==> src/hw/rtl/key_value_store_with_lru_order_macros.svh <==
// ----------------------------------------------------------------------------
// key_value_store_with_lru_order_macros
// Assertion macros used by the key-value store top module.
// ----------------------------------------------------------------------------
`ifndef KEY_VALUE_STORE_WITH_LRU_ORDER_MACROS_SVH
`define KEY_VALUE_STORE_WITH_LRU_ORDER_MACROS_SVH

`ifndef SYNTHESIS
// Same-cycle implication, disabled while reset is asserted
`define KVS_ASSERT_SAME(lbl, clk, rstn, ante, cons, msg) \
  lbl: assert property (@(posedge clk) disable iff (!rstn) (ante) |-> (cons)) else $error(msg);
// Next-cycle implication, disabled while reset is asserted
`define KVS_ASSERT_NEXT(lbl, clk, rstn, ante, cons, msg) \
  lbl: assert property (@(posedge clk) disable iff (!rstn) (ante) |=> (cons)) else $error(msg);
`else
`define KVS_ASSERT_SAME(lbl, clk, rstn, ante, cons, msg)
`define KVS_ASSERT_NEXT(lbl, clk, rstn, ante, cons, msg)
`endif

`endif

==> src/hw/rtl/kvs_pkg.sv <==
// ----------------------------------------------------------------------------
// kvs_pkg
// Types and constants of the key-value store with recency order.
// ----------------------------------------------------------------------------
package kvs_pkg;

  // Store geometry
  localparam int unsigned CAPACITY = 64;
  localparam int unsigned RANK_W   = $clog2(CAPACITY);
  localparam int unsigned CNT_W    = $clog2(CAPACITY + 1);
  localparam int unsigned KEY_W    = 32;
  localparam int unsigned DATA_W   = 32;

  typedef logic [RANK_W-1:0] rank_t;
  typedef logic [CNT_W-1:0]  count_t;

  // Request codes
  typedef enum logic [1:0] {
    REQ_INS  = 2'd0,
    REQ_SRCH = 2'd1,
    REQ_DEL  = 2'd2
  } kvs_req_e;

  // Result status codes
  typedef enum logic [1:0] {
    ST_OK   = 2'd0,
    ST_MISS = 2'd1,
    ST_FULL = 2'd2
  } kvs_status_e;

  // Update applied to the whole cell row
  typedef enum logic [1:0] {
    OP_HOLD = 2'd0,
    OP_INS  = 2'd1,
    OP_SRCH = 2'd2,
    OP_DEL  = 2'd3
  } kvs_op_e;

  // Contents of one cell
  typedef struct packed {
    logic              valid;
    logic [KEY_W-1:0]  key;
    logic [DATA_W-1:0] data;
    rank_t             rank;
  } kvs_entry_t;

  // Broadcast command to all cells
  typedef struct packed {
    logic              cmp_en;
    kvs_op_e           op;
    logic [KEY_W-1:0]  key;
    logic [DATA_W-1:0] data;
    rank_t             hit_rank;
  } kvs_cmd_t;

  // Per-cell selects
  typedef struct packed {
    logic target;  // append position for an insert
    logic hit;     // oldest matching entry
    logic shift;   // at or above the hit: take neighbor on delete
  } kvs_sel_t;

endpackage

==> src/hw/rtl/kvs_cell.sv <==
// ----------------------------------------------------------------------------
// kvs_cell
// One entry of the store: key, data, recency rank and a match flag.
// Cells are kept in arrival order; a delete pulls the upper neighbor down.
// ----------------------------------------------------------------------------
module kvs_cell (
  input  logic               clk_i,
  input  logic               rst_ni,
  input  kvs_pkg::kvs_cmd_t   cmd_i,
  input  kvs_pkg::kvs_sel_t   sel_i,
  input  kvs_pkg::kvs_entry_t nbr_i,
  output kvs_pkg::kvs_entry_t entry_o,
  output logic               match_o
);
  import kvs_pkg::*;

  logic              valid_q, valid_d;
  logic [KEY_W-1:0]  key_q, key_d;
  logic [DATA_W-1:0] data_q, data_d;
  rank_t             rank_q, rank_d;
  logic              match_q;
  kvs_entry_t        self_w, src_w;

  assign self_w = '{valid: valid_q, key: key_q, data: data_q, rank: rank_q};
  assign src_w  = sel_i.shift ? nbr_i : self_w;

  // Next state per row command
  always_comb begin
    valid_d = valid_q;
    key_d   = key_q;
    data_d  = data_q;
    rank_d  = rank_q;
    unique case (cmd_i.op)
      OP_HOLD: begin
      end
      OP_INS: begin
        if (sel_i.target) begin
          valid_d = 1'b1;
          key_d   = cmd_i.key;
          data_d  = cmd_i.data;
          rank_d  = '0;
        end else if (valid_q) begin
          rank_d = rank_q + rank_t'(1);
        end
      end
      OP_SRCH: begin
        if (sel_i.hit) begin
          rank_d = '0;
        end else if (valid_q && (rank_q < cmd_i.hit_rank)) begin
          rank_d = rank_q + rank_t'(1);
        end
      end
      OP_DEL: begin
        valid_d = src_w.valid;
        key_d   = src_w.key;
        data_d  = src_w.data;
        rank_d  = (src_w.valid && (src_w.rank > cmd_i.hit_rank)) ?
                  src_w.rank - rank_t'(1) : src_w.rank;
      end
    endcase
  end

  // Control flops
  always_ff @(posedge clk_i or negedge rst_ni) begin
    if (!rst_ni) begin
      valid_q <= 1'b0;
      match_q <= 1'b0;
    end else begin
      valid_q <= valid_d;
      if (cmd_i.cmp_en) begin
        match_q <= valid_q && (key_q == cmd_i.key);
      end
    end
  end

  // Payload flops
  always_ff @(posedge clk_i) begin
    key_q  <= key_d;
    data_q <= data_d;
    rank_q <= rank_d;
  end

  assign entry_o = self_w;
  assign match_o = match_q;

endmodule

==> config.mk <==
export PLATFORM = sky130hd
export DESIGN_NAME = kvs_cell
export DESIGN_NICKNAME = d
export VERILOG_FILES = /design/src/hw/rtl/key_value_store_with_lru_order_macros.svh /design/src/hw/rtl/kvs_pkg.sv /design/src/hw/rtl/kvs_cell.sv
export SDC_FILE = /design/constraint.sdc
export NUM_CORES = 1
export LEC_CHECK = 0
export BUFFER_PORTS_ARGS = -buffer_cell sky130_fd_sc_hd__buf_4
export CAP_MARGIN = 20
export CORE_MARGIN = 1
export CORE_UTILIZATION = 45
export DETAILED_ROUTE_END_ITERATION = 8
export GPL_TIMING_DRIVEN = 0
export MAX_ROUTING_LAYER = met4
export PLACE_DENSITY_LB_ADDON = 0.12
export SYNTH_ARGS = -nofsm -noshare
export SYNTH_HDL_FRONTEND = slang
export SYNTH_SLANG_ARGS = --single-unit
export TNS_END_PERCENT = 50
==> constraint.sdc <==
create_clock -name clk_i -period 3.66 [get_ports clk_i]
set_input_delay 0.549 -clock clk_i [delete_from_list [all_inputs] [get_ports clk_i]]
set_output_delay 0.549 -clock clk_i [all_outputs]
set_load 0.005 [all_outputs]
### Word-level counts from Yosys, hierarchy flattened

Cells that the tools add are included.

| word-level totals | value |
|---|---|
| register bits | 72 |

| cells by class | value |
|---|---|
| order comparisons | 2 |
| $add $sub $neg | 2 |
| multiplexer cells | 13 |
| eq/ne operators | 8 |
| reduce and logical (&&, ||, !) cells | 8 |

Operators by type and width:

| cell | number |
|---|---|
| $pmux 32 s2 | 2 |
| $mux 71 | 1 |
| $mux 32 | 2 |
| $eq 32x32->1 | 1 |
| $mux 6 | 5 |
| $pmux 6 s3 | 1 |
| $add 6x1->6 const B | 1 |
| $gt 6x6->1 | 1 |
| $lt 6x6->1 | 1 |
| $ne 3x3->1 const B | 2 |
| $reduce_and 3->1 | 2 |
| $sub 6x1->6 const B | 1 |
| $eq 2x2->1 const B | 2 |
| $ne 2x2->1 const B | 2 |
| $logic_and 1x1->1 | 3 |
| $reduce_bool 3->1 | 1 |
| $eq 2x1->1 const B | 1 |
| $pmux 1 s2 | 1 |
| $reduce_and 2->1 | 1 |
| $reduce_bool 2->1 | 1 |
| $mux 1 | 1 |

### Logic depth before layout (Yosys ltp)

| depth | value |
|---|---|
| depth in word-level cells | 5 |
| mapped depth | 9 |
| mapped depth without buffers | 8 |

### Worst setup path after synthesis

No wires, ideal clock.

| timing | value |
|---|---|
| kind | input port to flip-flop |
| start | input port sel_i[0] in the netlist's numbering |
| end | register data_q[0] (enable) |
| stages on the path | 3 |
| setup time | 494 ps |
| required time | 3,166 ps |
| setup slack | -439 ps |
| arrival | 3,605 ps |
| cells stage by stage | buf_6 > mux2i_1 > nor2b_1 |

| between the ends | value |
|---|---|
| cells in the longest elaborated chain, start to end | 2 |

RTL lines:

| item | RTL line | text |
|---|---|---|
| start, declared | kvs_cell.sv:10 | `input kvs_pkg::kvs_sel_t sel_i,` |
| $ne 2x2->1 (no line) | n/a |  |
| $reduce_and 3->1 (no line) | n/a |  |
| end signal, assigned | kvs_cell.sv:79 | `data_q <= data_d;` |
| end, declared | kvs_cell.sv:19 | `logic [DATA_W-1:0] data_q, data_d;` |

No other way between the ends.
A chain may end at the register's enable or synchronous reset.

### Final worst setup path

| timing | value |
|---|---|
| start | register rank_q[2] |
| end | register rank_q[4] (data pin) |

| between the ends | value |
|---|---|
| cells in the longest elaborated chain, start to end | 5 |

RTL lines:

| item | RTL line | text |
|---|---|---|
| start, declared | kvs_cell.sv:20 | `rank_t rank_q, rank_d;` |
| start signal, assigned | kvs_cell.sv:80 | `rank_q <= rank_d;` |
| $mux 71 | kvs_cell.sv:25 | `assign src_w = sel_i.shift ? nbr_i : self_w;` |
| $gt 6x6->1 | kvs_cell.sv:57 | `rank_d = (src_w.valid && (src_w.rank > cmd_i.hit_rank)) ?` |
| $logic_and 1x1->1 | kvs_cell.sv:57 |  |
| $mux 6 | kvs_cell.sv:57 |  |
| $pmux 6 s3 (*) | kvs_cell.sv:33 | `unique case (cmd_i.op)` |
| named net rank_d[4] | kvs_cell.sv:20 |  |

Mark *: on every way through the listed nets, which the timed path passes. The rest lies on a longest branch. The select of a mux whose other input is x is not followed.

==> metrics <==
Final Total Pwr 2.39 mW; HP Class in -> reg; Core Util, Final 70.3%; sw frac 25.9%; final setup violation count 0; ANT nets after route 0; CP Launch Type register; met3 Resource Use GR 5.04%; layout overhead on the synthesized area 50.9%; first-pass GRT wire length 19000 um; Seq pwr share 44.6%; CTS Buf Count 9; Final min period 2.79 ns; Logic pwr share 24.2%; clk buf depth 2; flops & latches, synth 72; setup slack after layout 0.866 ns; Seq/Total Area, Yosys 52.7%; hold buffers post-CTS 1; critical path type reg -> reg; Root Buffer clkbuf_8; placed cell count 753; CTS tree done; DP HPWL 9360 um; Setup Fix Bufs, Post-CTS 0; final period utilization 76.3%; Worst-path clk slew 0.07 ns; Hold Path Cell Cnt 2; Static Leak 2.90 nW; share of cells above drive strength 1 36.6%; antenna violations before repair 0; Chip Width 97.3 um; per-cell routed wire length 15.7 um; Max Clk Rate 358 MHz; Layout Cells excl Fill 769; Synth async-reset ratio 2.78%; grt met1 use 30.9%; Max VDD drop 230 uV; drt drc 0; Gate Count Post-Synth 424; RSZ-0062 raised after global routing false; Synth cell types 38; Synth Warn # 0; maximum number of pins on one net before global-route repair 26; MaxCap Viol Count 0; Place WS 0.681 ns; quantity of I/O buffers inserted on ports 219; RePlAce Congestion 0.871; Top FF cell, synth edfxtp_1; Initial Utilization 46.6%; relative slew slack 52.5%; busiest grt layer met2; Arr. time, crit path 2.88 ns; clk_skew 0.0148 ns; post-synthesis cell area 4080 um^2; overall global routing resource usage 26.3%; clk sinks 72; final hold vios 0; n_diodes 0; vias in the first global route 3865; gr ovfl total 0; die area 9460 um^2; DRT Wirelength 12100 um; cell-internal power 1.77 mW; Max FO, Critical Path 6; height of the die 97.3 um; Crit. End Element register; Switch Pwr 619 uW; Clock H-tree levels 3; Mapped Nets 586; CTS resizes 0; worst-margin pin slew 0.705 ns; Pre-Repair DR Iteration Count 4; met2 Resource Use GR 45.9%; via/cell ratio 5.14; run status complete, no violations; clock latency on the worst-skew pair 0.34 ns; I/O pins 221; Layout fillers 701; row count 34; Power Density 388 nW/um^2; EDFF count, synth 70; reg2reg path depth 8; clock power share 31.2%; Final Max Slew Viols 0; CORE AREA 8760 um^2; Nets 819; DRT iter0 DRCs 158; via count 3952; Critical Path RT 3.75 ns; Avg Inst Size Synth 9.63 um^2
==> worst max-delay path, cell delays in order, from the launching register on <==
cell and delay [ns]:
edfxtp_1 0.52, mux2i_1 0.38, inv_1 0.08, ha_1 0.27
and4_1 0.22, a31oi_2 0.23, o311ai_2 0.19, or3_1 0.39
a32o_1 0.26
==> logic make-up after synthesis <==
group	Yosys count	synth area share [%]
and+or+nand+nor	233	25.2
DFF	72	52.7
xor gates and xnor gates	37	7.94
buffers and inverters	36	3.58
AOI/OAI and AO/OA	24	4.41
adders and majority gates	13	3.98
muxes	9	2.24
==> per-stage QoR <==
stage,TNS [ns],area [um^2],hold slack [ns]
global placement,-0.664,5870,0.335
floorplan,0,4090,0.253
global route,0,6160,0.408
detailed placement,0,5920,0.335
finish,0,6160,0.422
CTS,0,6160,0.404
==> placed cells by master (no fill, tap or decap), types with 2 or more instances in the layout <==
cell       netlist  layout
a32o_1           2       2
dfrtp_1          2       2
xor2_1          21      21
nand3_1         71      71
clkbuf_8         0       9
nand2_1        137     137
buf_4            1     220
xnor2_1         16      16
a21o_1           3       3
ha_1            13      13
edfxtp_1        70      70
o21ai_0          7       7
or4_1            2       2
o211ai_1         2       2
inv_1           12      12
nand2b_1         3       3
nand4_1          4       4
or3_1            4       4
bufinv_16        0       3
mux2i_1          8       8
nor4_1           5       5
clkbuf_1        22      23
==> layer usage <==
metal | part of all wire [%] | vias up
met2 | 53 | 169
met4 | 1.5 | 0
li1 | - | 1941
met5 | 0 | -
met1 | 38 | 1827
met3 | 7.6 | 15
==> synth_stat cells (all sizes together), types with 2 or more instances <==
library cell	number	area [um^2]
edfxtp	70	2100
mux2i	8	80.1
clkbuf	22	82.6
o21ai	7	35.0
or4	2	15.0
nand4	4	25.0
o211ai	2	15.0
a21o	3	22.5
nand3	71	355
nand2b	3	18.8
dfrtp	2	50.1
nor2b	2	12.5
or3	4	25.0
inv	12	45.0
ha	13	163
nand2	137	514
xor2	21	184
nor4	5	31.3
xnor2	16	140
buf	2	18.8
a32o	2	20.0
==> registers in the layout (all words and copies together), names as in the netlist <==
register and cells:
data_q 32, key_q 32, match_o 1, rank_q 6
valid_q 1
==> area by class of cell <==
| class | count | area (um^2) | share of cell area (%) |
|---|---|---|---|
| Tap cell | 108 | 135 | 2.19 |
| Inverter | 12 | 45.0 | 0.731 |
| Clock buffer | 10 | 128 | 2.07 |
| Clock inverter | 5 | 106 | 1.73 |
| Timing Repair Buffer | 222 | 1700 | 27.6 |
| Sequential cell | 72 | 2150 | 34.9 |
| Buffer | 24 | 101 | 1.64 |
| Multi-Input combinational cell | 316 | 1790 | 29.1 |
==> power by group through the flow <==
| stage | Clock [mW] | Sequential (mW) | Combinational [mW] |
|---|---|---|---|
| 2_1_floorplan | 0 | 1.08 | 0.245 |
| 3_3_place_gp | 0 | 1.08 | 0.554 |
| 3_5_place_dp | 0 | 1.09 | 0.577 |
| 4_1_cts | 0.757 | 1.07 | 0.581 |
| 5_1_grt | 0.788 | 1.08 | 0.635 |
| 6_report | 0.748 | 1.07 | 0.578 |
==> worst paths after layout <==
| kind | end | slack, ns | start |
|---|---|---|---|
| worst max register to register | rank_q[4] | 0.87 | rank_q[2] |
| max in group asynchronous | match_o | 3.03 | rst_ni |
| worst min register to register | match_o | 0.56 | match_o |
| worst max-delay path | rank_q[4] | 0.87 | rank_q[2] |
| min in group asynchronous | valid_q | 0.54 | rst_ni |
| worst min-delay path | match_o | 0.42 | cmd_i[72] |
No activity file was read; power rests on OpenSTA's default activity.
